**src/rtl/mse_pkg.sv**
```systemverilog
// ----------------------------------------------------------------------------
// mse_pkg
// Shared widths, opcodes, status codes and the register write request type
// for the MIPS subset executor.
// ----------------------------------------------------------------------------
package mse_pkg;

	localparam int XLEN      = 32;
	localparam int NUM_REGS  = 32;
	localparam int REG_AW    = $clog2(NUM_REGS);
	localparam int CFG_IDX_W = 1;

	// configuration register indexes
	localparam logic [CFG_IDX_W-1:0] CFG_ROM_BASE = 1'b0;
	localparam logic [CFG_IDX_W-1:0] CFG_JR_BIAS  = 1'b1;

	localparam logic [XLEN-1:0] JR_BIAS_RESET = 32'h0001_0000;

	// primary opcodes
	localparam logic [5:0] OP_SPECIAL = 6'h00;
	localparam logic [5:0] OP_JAL     = 6'h03;
	localparam logic [5:0] OP_BNE     = 6'h05;
	localparam logic [5:0] OP_ADDI    = 6'h08;
	localparam logic [5:0] OP_ADDIU   = 6'h09;
	localparam logic [5:0] OP_ORI     = 6'h0D;
	localparam logic [5:0] OP_LUI     = 6'h0F;
	localparam logic [5:0] OP_SW      = 6'h2B;

	// special function codes
	localparam logic [5:0] FN_JR = 6'h08;

	localparam logic [REG_AW-1:0] LINK_REG = REG_AW'(31);

	typedef enum logic [2:0] {
		ST_OK       = 3'd0,
		ST_HALTED   = 3'd1,
		ST_ILLEGAL  = 3'd2,
		ST_OVERFLOW = 3'd3,
		ST_ADDR_ERR = 3'd4
	} status_t;

	// write request into the register file
	typedef struct packed {
		logic              en;
		logic [REG_AW-1:0] addr;
		logic [XLEN-1:0]   data;
	} gpr_wr_t;

endpackage

```
**src/rtl/mse_channels.sv**
```systemverilog
// ----------------------------------------------------------------------------
// mse channels
// Valid/ready channels for instruction requests and execution results.
// ----------------------------------------------------------------------------
interface mse_insn_if;
	logic        valid;
	logic        ready;
	logic [31:0] instruction;

	modport source (output valid, output instruction, input ready);
	modport sink (input valid, input instruction, output ready);
endinterface

interface mse_result_if;
	logic        valid;
	logic        ready;
	logic [31:0] next_offset;
	logic [2:0]  status;
	logic        store_valid;
	logic [31:0] store_offset;
	logic [31:0] store_data;

	modport source (output valid, output next_offset, output status, output store_valid,
		output store_offset, output store_data, input ready);
	modport sink (input valid, input next_offset, input status, input store_valid,
		input store_offset, input store_data, output ready);
endinterface

```
**src/rtl/mips_subset_executor.sv**
```systemverilog
// ----------------------------------------------------------------------------
// mips_subset_executor
// Executes a subset of MIPS32 instructions against a 32-entry register file
// and reports next fetch offset, status and word store requests.
//
//   channel   role     fields
//   insn      sink     instruction[31:0]
//   result    source   next_offset, status, store_valid, store_offset,
//                      store_data
//   cfg       write    cfg_we, cfg_addr (0 rom base, 1 jump bias), cfg_data
//
// One request per cycle while the result is not stalled; a request is
// registered in stage 1 with its register file read, then in the result register.
// A write back and a read of the same register on one edge are bypassed.
// A stalled result holds the execute stage; one request waits in stage 1.
// Reset clears register file valid bits, offset and halt flag, and returns
// rom base to zero and jump bias to its default.
// ----------------------------------------------------------------------------
module mips_subset_executor (
	input  logic                           clk,
	input  logic                           arst_n,
	mse_insn_if.sink                       insn,
	mse_result_if.source                   result,
	input  logic                           cfg_we,
	input  logic [mse_pkg::CFG_IDX_W-1:0]  cfg_addr,
	input  logic [mse_pkg::XLEN-1:0]       cfg_data
);
	import mse_pkg::*;

	logic [XLEN-1:0] rom_base_q;
	logic [XLEN-1:0] jr_bias_q;
	logic [XLEN-1:0] jr_total_q;
	logic            valid_s1;
	logic [31:0]     instruction_s1;
	logic [XLEN-1:0] imm_minus_base_s1;
	logic            accept;
	logic            fire;
	gpr_wr_t         wr;
	logic [XLEN-1:0] rs_data;
	logic [XLEN-1:0] rt_data;

	assign insn.ready = !valid_s1 || fire;
	assign accept     = insn.valid && insn.ready;

	// configuration registers and combined jump offset
	always_ff @(posedge clk or negedge arst_n) begin
		if (!arst_n) begin
			rom_base_q <= '0;
			jr_bias_q  <= JR_BIAS_RESET;
			jr_total_q <= JR_BIAS_RESET;
		end else begin
			if (cfg_we) begin
				unique case (cfg_addr)
					CFG_ROM_BASE: rom_base_q <= cfg_data;
					CFG_JR_BIAS:  jr_bias_q  <= cfg_data;
					default: ;
				endcase
			end
			jr_total_q <= rom_base_q + jr_bias_q;
		end
	end

	// stage 1 valid
	always_ff @(posedge clk or negedge arst_n) begin
		if (!arst_n) begin
			valid_s1 <= 1'b0;
		end else if (accept) begin
			valid_s1 <= 1'b1;
		end else if (fire) begin
			valid_s1 <= 1'b0;
		end
	end

	// stage 1 payload and store offset precompute
	always_ff @(posedge clk) begin
		if (accept) begin
			instruction_s1    <= insn.instruction;
			imm_minus_base_s1 <= {{(XLEN-16){insn.instruction[15]}}, insn.instruction[15:0]}
				- rom_base_q;
		end
	end

	mse_regfile u_regfile (
		.clk       (clk),
		.arst_n    (arst_n),
		.rd_en     (accept),
		.rd_addr_a (insn.instruction[25:21]),
		.rd_addr_b (insn.instruction[20:16]),
		.wr        (wr),
		.rd_data_a (rs_data),
		.rd_data_b (rt_data)
	);

	mse_exec u_exec (
		.clk               (clk),
		.arst_n            (arst_n),
		.valid_s1          (valid_s1),
		.instruction_s1    (instruction_s1),
		.imm_minus_base_s1 (imm_minus_base_s1),
		.rs_data           (rs_data),
		.rt_data           (rt_data),
		.rom_base          (rom_base_q),
		.jr_total          (jr_total_q),
		.fire              (fire),
		.wr                (wr),
		.result            (result)
	);

endmodule

```
**src/rtl/mse_regfile.sv**
```systemverilog
// ----------------------------------------------------------------------------
// mse_regfile
// General register file: synchronous memory with two registered read ports,
// one write port, per-entry valid bits for the cleared reset state and
// write-to-read bypass when both hit the same entry on one edge.
// ----------------------------------------------------------------------------
module mse_regfile (
	input  logic                      clk,
	input  logic                      arst_n,
	input  logic                      rd_en,
	input  logic [mse_pkg::REG_AW-1:0] rd_addr_a,
	input  logic [mse_pkg::REG_AW-1:0] rd_addr_b,
	input  mse_pkg::gpr_wr_t          wr,
	output logic [mse_pkg::XLEN-1:0]  rd_data_a,
	output logic [mse_pkg::XLEN-1:0]  rd_data_b
);
	import mse_pkg::*;

	logic [XLEN-1:0]     mem [NUM_REGS];
	logic [NUM_REGS-1:0] valid_q;
	logic [XLEN-1:0]     raw_a_q;
	logic [XLEN-1:0]     raw_b_q;
	logic                zero_a_q;
	logic                zero_b_q;
	logic                hit_a;
	logic                hit_b;

	assign hit_a = wr.en && (wr.addr == rd_addr_a);
	assign hit_b = wr.en && (wr.addr == rd_addr_b);

	// memory array write and registered read with bypass
	always_ff @(posedge clk) begin
		if (wr.en) begin
			mem[wr.addr] <= wr.data;
		end
		if (rd_en) begin
			raw_a_q <= hit_a ? wr.data : mem[rd_addr_a];
			raw_b_q <= hit_b ? wr.data : mem[rd_addr_b];
		end
	end

	// valid bits and zero flags for never-written entries and register zero
	always_ff @(posedge clk or negedge arst_n) begin
		if (!arst_n) begin
			valid_q  <= '0;
			zero_a_q <= 1'b1;
			zero_b_q <= 1'b1;
		end else begin
			if (wr.en) begin
				valid_q[wr.addr] <= 1'b1;
			end
			if (rd_en) begin
				zero_a_q <= (rd_addr_a == '0) || !(valid_q[rd_addr_a] || hit_a);
				zero_b_q <= (rd_addr_b == '0) || !(valid_q[rd_addr_b] || hit_b);
			end
		end
	end

	assign rd_data_a = zero_a_q ? '0 : raw_a_q;
	assign rd_data_b = zero_b_q ? '0 : raw_b_q;

endmodule

```
**src/rtl/mse_exec.sv**
```systemverilog
// ----------------------------------------------------------------------------
// mse_exec
// Execute stage: decodes the instruction, computes next offset, status,
// register write back and store request, holds program offset and halt
// flag, and drives the result output register.
// ----------------------------------------------------------------------------
module mse_exec (
	input  logic                      clk,
	input  logic                      arst_n,
	input  logic                      valid_s1,
	input  logic [31:0]               instruction_s1,
	input  logic [mse_pkg::XLEN-1:0]  imm_minus_base_s1,
	input  logic [mse_pkg::XLEN-1:0]  rs_data,
	input  logic [mse_pkg::XLEN-1:0]  rt_data,
	input  logic [mse_pkg::XLEN-1:0]  rom_base,
	input  logic [mse_pkg::XLEN-1:0]  jr_total,
	output logic                      fire,
	output mse_pkg::gpr_wr_t          wr,
	mse_result_if.source              result
);
	import mse_pkg::*;

	logic [XLEN-1:0] pc_q;
	logic            halted_q;
	logic            out_valid_q;
	logic [XLEN-1:0] next_offset_q;
	status_t         status_q;
	logic            store_valid_q;
	logic [XLEN-1:0] store_offset_q;
	logic [XLEN-1:0] store_data_q;

	logic [5:0]        opcode;
	logic [REG_AW-1:0] rt;
	logic [15:0]       imm;
	logic [XLEN-1:0]   sext;
	logic [XLEN-1:0]   sum;
	logic [XLEN-1:0]   link;
	logic              halt;
	logic [XLEN-1:0]   next;
	status_t           status;
	logic              st_valid;
	logic [XLEN-1:0]   st_off;
	logic [XLEN-1:0]   st_data;
	logic              wr_en;
	logic [REG_AW-1:0] wr_addr;
	logic [XLEN-1:0]   wr_data;

	assign fire    = valid_s1 && (!out_valid_q || result.ready);
	assign opcode  = instruction_s1[31:26];
	assign rt      = instruction_s1[20:16];
	assign imm     = instruction_s1[15:0];
	assign sext    = {{(XLEN-16){imm[15]}}, imm};
	assign sum     = rs_data + sext;
	assign link    = pc_q + rom_base + XLEN'(4);
	assign halt    = halted_q || (instruction_s1 == '0);

	// instruction decode and execute
	always_comb begin
		next     = pc_q + XLEN'(4);
		status   = ST_OK;
		st_valid = 1'b0;
		st_off   = '0;
		st_data  = '0;
		wr_en    = 1'b0;
		wr_addr  = rt;
		wr_data  = '0;
		if (halt) begin
			next   = pc_q;
			status = ST_HALTED;
		end else begin
			unique case (opcode)
				OP_SPECIAL: begin
					if (instruction_s1[5:0] == FN_JR) begin
						next = rs_data - jr_total;
					end else begin
						status = ST_ILLEGAL;
					end
				end
				OP_JAL: begin
					wr_en   = 1'b1;
					wr_addr = LINK_REG;
					wr_data = link;
					next    = {link[31:28], instruction_s1[25:0], 2'b00} - rom_base;
				end
				OP_BNE: begin
					if (rs_data != rt_data) begin
						next = pc_q + XLEN'(4) + {sext[XLEN-3:0], 2'b00};
					end
				end
				OP_ADDI: begin
					if (!(rs_data[31] ^ sext[31]) && (rs_data[31] ^ sum[31])) begin
						status = ST_OVERFLOW;
					end else begin
						wr_en   = 1'b1;
						wr_data = sum;
					end
				end
				OP_ADDIU: begin
					wr_en   = 1'b1;
					wr_data = sum;
				end
				OP_ORI: begin
					wr_en   = 1'b1;
					wr_data = rs_data | {{(XLEN-16){1'b0}}, imm};
				end
				OP_LUI: begin
					wr_en   = 1'b1;
					wr_data = {imm, {(XLEN-16){1'b0}}};
				end
				OP_SW: begin
					if (sum[1:0] != 2'b00) begin
						status = ST_ADDR_ERR;
					end else begin
						st_valid = 1'b1;
						st_off   = rs_data + imm_minus_base_s1;
						st_data  = rt_data;
					end
				end
				default: begin
					status = ST_ILLEGAL;
				end
			endcase
		end
	end

	// write back request, register zero never written
	assign wr.en   = fire && wr_en && (wr_addr != '0);
	assign wr.addr = wr_addr;
	assign wr.data = wr_data;

	// architectural state and output control
	always_ff @(posedge clk or negedge arst_n) begin
		if (!arst_n) begin
			pc_q        <= '0;
			halted_q    <= 1'b0;
			out_valid_q <= 1'b0;
		end else begin
			if (fire) begin
				pc_q <= next;
				if (halt) begin
					halted_q <= 1'b1;
				end
			end
			if (fire) begin
				out_valid_q <= 1'b1;
			end else if (result.ready) begin
				out_valid_q <= 1'b0;
			end
		end
	end

	// result payload register
	always_ff @(posedge clk) begin
		if (fire) begin
			next_offset_q  <= next;
			status_q       <= status;
			store_valid_q  <= st_valid;
			store_offset_q <= st_off;
			store_data_q   <= st_data;
		end
	end

	assign result.valid        = out_valid_q;
	assign result.next_offset  = next_offset_q;
	assign result.status       = status_q;
	assign result.store_valid  = store_valid_q;
	assign result.store_offset = store_offset_q;
	assign result.store_data   = store_data_q;

	// once halted, no register write and the offset stays put
	a_halt_no_write: assert property (@(posedge clk) disable iff (!arst_n)
		halted_q |-> !wr.en)
		else $error("register write while halted");

	a_halt_pc_hold: assert property (@(posedge clk) disable iff (!arst_n)
		halted_q |=> $stable(pc_q))
		else $error("program offset moved while halted");

	a_pc_only_on_fire: assert property (@(posedge clk) disable iff (!arst_n)
		!fire |=> $stable(pc_q) && $stable(halted_q))
		else $error("state changed without an executed request");

	a_store_ok: assert property (@(posedge clk) disable iff (!arst_n)
		out_valid_q && store_valid_q |-> status_q == ST_OK)
		else $error("store reported with error status");

endmodule
```
**src/flat_wrapper.sv**
```systemverilog
// flat-port wrapper written by rule: the top's interface ports become plain ports
module mips_subset_executor_flat import mse_pkg::*;
  (clk, arst_n, cfg_we, cfg_addr, cfg_data, insn_valid, insn_instruction, insn_ready, result_valid, result_next_offset, result_status, result_store_valid, result_store_offset, result_store_data, result_ready);
  mse_insn_if insn_i ();
  mse_result_if result_i ();
  input  logic clk;
  input  logic arst_n;
  input  logic cfg_we;
  input  logic [mse_pkg::CFG_IDX_W-1:0] cfg_addr;
  input  logic [mse_pkg::XLEN-1:0] cfg_data;
  input wire logic [$bits(insn_i.valid)-1:0] insn_valid;
  input wire logic [$bits(insn_i.instruction)-1:0] insn_instruction;
  output wire logic [$bits(insn_i.ready)-1:0] insn_ready;
  output wire logic [$bits(result_i.valid)-1:0] result_valid;
  output wire logic [$bits(result_i.next_offset)-1:0] result_next_offset;
  output wire logic [$bits(result_i.status)-1:0] result_status;
  output wire logic [$bits(result_i.store_valid)-1:0] result_store_valid;
  output wire logic [$bits(result_i.store_offset)-1:0] result_store_offset;
  output wire logic [$bits(result_i.store_data)-1:0] result_store_data;
  input wire logic [$bits(result_i.ready)-1:0] result_ready;
  assign insn_i.valid = insn_valid;
  assign insn_i.instruction = insn_instruction;
  assign insn_ready = insn_i.ready;
  assign result_valid = result_i.valid;
  assign result_next_offset = result_i.next_offset;
  assign result_status = result_i.status;
  assign result_store_valid = result_i.store_valid;
  assign result_store_offset = result_i.store_offset;
  assign result_store_data = result_i.store_data;
  assign result_i.ready = result_ready;
  mips_subset_executor u_core (.clk(clk), .arst_n(arst_n), .insn(insn_i), .result(result_i), .cfg_we(cfg_we), .cfg_addr(cfg_addr), .cfg_data(cfg_data));
endmodule
```
**config.mk**
```make
export PLATFORM = sky130hd
export DESIGN_NAME = mips_subset_executor_flat
export DESIGN_NICKNAME = d
export VERILOG_FILES = /design/src/rtl/mse_pkg.sv /design/src/rtl/mse_channels.sv /design/src/rtl/mips_subset_executor.sv /design/src/rtl/mse_regfile.sv /design/src/rtl/mse_exec.sv /design/src/flat_wrapper.sv
export SDC_FILE = /design/constraint.sdc
export NUM_CORES = 2
export LEC_CHECK = 0
export BUFFER_PORTS_ARGS = -buffer_cell sky130_fd_sc_hd__buf_2
export CAP_MARGIN = 25
export CORE_ASPECT_RATIO = 0.75
export CORE_UTILIZATION = 51
export CTS_BUF_LIST = sky130_fd_sc_hd__clkbuf_4 sky130_fd_sc_hd__clkbuf_8
export CTS_CLUSTER_SIZE = 28
export DETAILED_ROUTE_END_ITERATION = 6
export PLACE_DENSITY = 0.73
export SYNTH_ARGS = -nofsm -noshare
export SYNTH_HDL_FRONTEND = slang
export SYNTH_HIERARCHICAL = 1
export SYNTH_SLANG_ARGS = --single-unit
```
**constraint.sdc**
```tcl
create_clock -name clk -period 13.5 [get_ports clk]
set_input_delay 2.7 -clock clk [delete_from_list [all_inputs] [get_ports clk]]
set_output_delay 2.7 -clock clk [all_outputs]
set_load 0.01 [all_outputs]
```
; Yosys cells after proc, flatten, opt, wreduce, memory -nomap -nowiden
; Memories as Yosys holds them, arrays and structs flattened. A register that Yosys moved wholly into a read port is not among the register bits.
; Cells that the tools add are included.
; Widths: inputs -> output; s select.
[word_totals]
elab_cells = 115
regBits = 329
output_inout_bits = 102
ram_bits = 1024
n_memories = 1
inputBits = 70
[op_classes]
magnitude_cmp = 4
eq_ne = 11
muxes = 31
n_reduce_logical = 35
n_bitwise = 6
add_sub_neg = 10
[mem_list]
columns = name, depth, word_bits, rd, rd_ports_with_merged_regs, wr, line_no
row1 = u_core.u_regfile.mem, 32, 32, 2, 2, 1, mse_regfile.sv:19  ; logic [XLEN-1:0] mem [NUM_REGS];
[op_table]
columns = op, n
row1 = $mux 32, 7
row2 = $add 32x32->32, 5
row3 = $pmux 32 s5, 1
row4 = $pmux 32 s3, 1
row5 = $sub 32x32->32, 3
row6 = $add 32x3->32 const B, 2
row7 = $logic_not 32->1, 1
row8 = $ne 32x32->1, 1
row9 = $or 32x16->32, 1
row10 = $or 32x32->32, 1
row11 = $eq 6x4->1 const B, 5
row12 = $lt 5x6->1 const B, 3
row13 = $mux 1, 12
row14 = $pmux 3 s4, 1
row15 = $bmux 1 s5, 2
row16 = $eq 5x5->1, 2
row17 = $logic_not 5->1, 2
row18 = $mux 5, 2
row19 = $logic_and 1x1->1, 8
row20 = $logic_or 1x1->1, 7
row21 = $eq 6x2->1 const B, 1
row22 = $eq 6x3->1 const B, 1
row23 = $eq 6x6->1 const B, 1
row24 = $logic_not 6->1, 1
row25 = other kinds (15), 26

; Longest topological paths before layout
[depth]
ltp_word = 13
depth_mapped = 20
ltp_nobuf = 20

; By module
; Netlist, hierarchy kept.
[modules_own_cells]
columns = module, n_inst, cells_per_inst, area_per_inst_um2
row1 = mse_regfile, 1, 2574, 50881.3
row2 = mse_exec, 1, 2212, 17653.2
row3 = mips_subset_executor, 1, 795, 8695.8

; Worst setup path before layout
; Ideal clock, no wire load.
[synth_path]
path_kind = input -> register
start = input result_ready
end = register u_core.u_regfile.zero_a_q
arrival_time_ns = 10.360
cell_stages = 9
slack_ns = 3.042
n_path_buf = 2
cell_sequence = nand2b_1 nand2_1 clkbuf_1 clkinv_1 clkbuf_1 nand2b_1 and2_1 o21ai_0 o32ai_2
[synth_lines]
columns = element, line_no
row1 = start: declaration, flat_wrapper.sv:20  ; input wire logic [$bits(result_i.ready)-1:0] result_ready;
row2 = $logic_or 1x1->1, mse_exec.sv:48  ; assign fire = valid_s1 && (!out_valid_q || result.ready);
row3 = $logic_and 1x1->1, mse_exec.sv:48
row4 = net u_core.fire, mips_subset_executor.sv:37  ; logic fire;
row5 = $logic_or 1x1->1, mips_subset_executor.sv:42  ; assign insn.ready = !valid_s1 || fire;
row6 = net insn_ready, flat_wrapper.sv:13  ; output wire logic [$bits(insn_i.ready)-1:0] insn_ready;
row7 = $logic_and 1x1->1, mips_subset_executor.sv:43  ; assign accept = insn.valid && insn.ready;
row8 = net u_core.accept, mips_subset_executor.sv:36  ; logic accept;
row9 = end signal: assignment, mse_regfile.sv:53  ; zero_a_q <= (rd_addr_a == '0) || !(valid_q[rd_addr_a] || hit_a);
row10 = end: declaration, mse_regfile.sv:23  ; logic zero_a_q;
; The timed path passes the listed nets, and every way through them passes these cells.
; A chain may end at the register's enable or synchronous reset.

==> impl_metrics.env <==
export IMPL_fin_tns_setup_ns=0
export IMPL_numCtsBuffers=213
export IMPL_synth_area_leaders="edfxtp_1, mux4_2, dfrtp_1, ha_1, a21oi_1"
export IMPL_vdd_drop_max_mv=0.109
export IMPL_synthFlopType="edfxtp_1"
export IMPL_cp_required_ns=14.07
export IMPL_hold_buffers=0
export IMPL_outcome="complete, but fails checks"
export IMPL_critPathKind="reg -> reg"
export IMPL_max_freq_ghz=0.143
export IMPL_root_buffer="clkbuf_8"
export IMPL_crit_path_end_kind="register"
export IMPL_worst_hold_path_type="reg -> reg"
export IMPL_pwr_share_clk_pct=30.2
export IMPL_worst_ep_arrival_time_ns=7.56
export IMPL_grt_pass1_vias=52036
export IMPL_switching_share_pct=33.5
export IMPL_yosys_warnings=6
export IMPL_yosysSeqAreaShare_pct=54.0
export IMPL_cts_buffer_depth=3
export IMPL_worst_slack_ns=6.51
export IMPL_synthCells=5581
export IMPL_leakage_nw=30.7
export IMPL_power_total_mw=12.2
export IMPL_clock_sinks=1417
export IMPL_area_growth_pct=10.4
export IMPL_grt_usage_pct=33.5
export IMPL_net_switching_power_mw=4.09
export IMPL_htree_levels=4
export IMPL_power_density_mw_per_mm2=143
export IMPL_synth_top_area_cell="edfxtp_1"
export IMPL_drive_gt1_share_pct=23.1
export IMPL_ys_async_sr_fraction_pct=11.6
export IMPL_maxSlewHeadroom_pct=23.6
export IMPL_ioPinCount=172
export IMPL_post_place_ws_ns=6.61
export IMPL_tightest_slew_ns=1.14
export IMPL_ant_nets=0
export IMPL_power_frac_comb_pct=27.3
export IMPL_intPower_mw=8.11
export IMPL_clk_pin_slew_ns=0.07
export IMPL_numPortBuffers=171
export IMPL_start_util_pct=51.4
export IMPL_drtIter0Drc=8916
export IMPL_post_route_util_pct=56.8
export IMPL_synth_most_common_cell="edfxtp_1"
export IMPL_holdWs_ns=0.491
export IMPL_synth_top_area_share_pct=48.7
export IMPL_cap_violations=0
export IMPL_die_y_um=339
export IMPL_netlist_area_mm2=0.0772
export IMPL_start_kind="register"
export IMPL_ctsResizeCount=0
export IMPL_final_hold_violation_count=0
export IMPL_grt_pass1_wl_um=369000
export IMPL_synth_seq_cells=1417
export IMPL_wl_per_cell_um=32.4
export IMPL_synthTopCellsByCount="edfxtp_1, mux4_2, a21oi_1"
export IMPL_yosysUniqueCellTypes=107
export IMPL_path_max_fanout=34
export IMPL_final_net_count=6186
export IMPL_syn_nets=5950
export IMPL_syn_area_per_cell_um2=13.8
export IMPL_drv_slew=0
export IMPL_vias=55146
export IMPL_antenna_found_initial=10
export IMPL_p_seq_share_pct=42.6
export IMPL_route_detailed_drc=10
export IMPL_clk_latency_ns=0.98
export IMPL_skew_ns=0.0603
export IMPL_dp_hpwl_um=179000
export IMPL_num_rows=123
export IMPL_core_area_mm2=0.150
export IMPL_grt_overflow_total=0
export IMPL_min_period_ns=6.99
export IMPL_violations="DRC"
export IMPL_routed_wl_um=259000
export IMPL_avgViaCountPerCell=6.90
export IMPL_synth_edff_count=1252
export IMPL_rsz0062_at_grt="no"
export IMPL_postCtsSetupBuffers=0
export IMPL_die_x_um=451
export IMPL_drtPass1Iterations=7
export IMPL_cts_tree="built"
export IMPL_dieArea_mm2=0.153
export IMPL_setup_viol=0
export IMPL_fin_crit_sh_pct=51.8
export IMPL_place_congestion=1.07
export IMPL_grt_max_degree=130
==> worst max-delay path, stage by stage, from the launching register on <==
cell	delay, ns
dfstp_2	1.07
nor2b_1	0.37
inv_1	0.21
ha_1	0.26
a21oi_1	0.20
nand4b_1	0.20
a21oi_1	0.14
nor3b_1	0.55
o31ai_4	0.21
a21oi_2	0.25
mux2_2	0.24
nand2_1	0.07
a31oi_1	0.16
o21a_1	0.31
nand3_1	0.76
nor2_4	0.92
buf_4	0.59
==> metal layers <==
metal / share of wire [%] / track usage [%] / vias up
met5: 0.014 / 0 / -
met4: 3.9 / 12.3 / 6
met3: 15 / 10.3 / 564
met2: 41 / 45.7 / 4358
met1: 40 / 50.1 / 27540
li1: - / - / 22678
==> cells by family after synthesis <==
group / count (synthesis) / synth area share [%]
AOI/OAI and AO/OA: 1283 / 10.8
xor gates and xnor gates: 282 / 3.20
adders and majority gates: 299 / 4.91
buffers and inverters: 505 / 3.02
DFF: 1417 / 54.0
muxes: 614 / 16.4
and+or+nand+nor: 1181 / 7.69
==> path summary, 6_finish.rpt <==
| path | start | endpoint | slack (ns) | depth (start not counted) |
|---|---|---|---|---|
| worst max-delay path | u_core/u_regfile/zero_a_q$_DFFE_PN1P_ | u_core/u_regfile/mem[11][6]$_DFFE_PP_ | 6.51 | 16 |
| worst min-delay path | u_core/u_regfile/valid_q[5]$_DFFE_PN0P_ | u_core/u_regfile/valid_q[5]$_DFFE_PN0P_ | 0.49 | 1 |
| worst max register to register | u_core/u_regfile/zero_a_q$_DFFE_PN1P_ | u_core/u_regfile/mem[11][6]$_DFFE_PP_ | 6.51 | 16 |
| worst min register to register | u_core/u_regfile/valid_q[5]$_DFFE_PN0P_ | u_core/u_regfile/valid_q[5]$_DFFE_PN0P_ | 0.49 | 1 |
| max in group asynchronous | arst_n | u_core/u_regfile/valid_q[0]$_DFFE_PN0P_ | 9.95 | 4 |
| min in group asynchronous | arst_n | u_core/jr_total_q[12]$_DFF_PN0_ | 1.71 | 1 |
==> final cells by class <==
| class | instances | area (um^2) |
|---|---|---|
| fillers | 11879 | 64900 |
| multi-input cells | 3659 | 33600 |
| repair buffers | 325 | 2250 |
| clock inverters | 98 | 724 |
| diodes | 4 | 10.0 |
| inverters | 201 | 759 |
| flip-flops and latches | 1417 | 41700 |
| well taps | 2000 | 2500 |
| clock buffers | 293 | 3650 |
==> metrics by stage <==
stage / cell area (um^2) / cells
finish: 85300 / 7997
global route: 85300 / 7996
CTS: 85100 / 7986
detailed placement: 80800 / 7595
global placement: 80700 / 7590
floorplan: 77200 / 5581
==> registers in the layout (all words and copies together), names as in the netlist, 3 cells and up <==
name	cells
u_core/u_regfile/raw_b_q	32
u_core/u_exec/pc_q	32
u_core/u_regfile/mem	1024
u_core/u_exec/result.store_data	32
u_core/jr_bias_q	32
u_core/jr_total_q	32
u_core/u_exec/result.store_offset	32
u_core/imm_minus_base_s1	32
u_core/instruction_s1	32
u_core/u_regfile/raw_a_q	32
u_core/u_regfile/valid_q	32
u_core/u_exec/result.next_offset	32
u_core/rom_base_q	32
u_core/u_exec/result.status	3
==> power groups by stage <==
stage / Combinational (mW) / Sequential, mW / Clock (mW)
after floorplan: 2.27 / 5.19 / 0
after global placement: 3.17 / 5.27 / 0
after detailed placement: 3.19 / 5.27 / 0
after CTS: 3.21 / 5.19 / 3.71
after global routing: 3.54 / 5.20 / 3.88
final: 3.33 / 5.19 / 3.68
==> cell usage in the layout, fill, tap and decap left out, drive strengths merged, types with 38 or more instances in the layout <==
cell and count:
nand4 42, nand2 267, o22ai 234, nor2 313, nor2b 109, nand2b 44
nor3 57, a21oi 318, xnor2 159, mux2i 60, o21ai 236, dfrtp 161
ha 292, and2 49, mux2 38, clkbuf 294, or2 41, a21o 119
buf 324, mux4 516, or4 51, xor2 123, clkinv 78, inv 209
nand3 91, edfxtp 1252
Note: power is estimated with default switching activity, not from simulation.
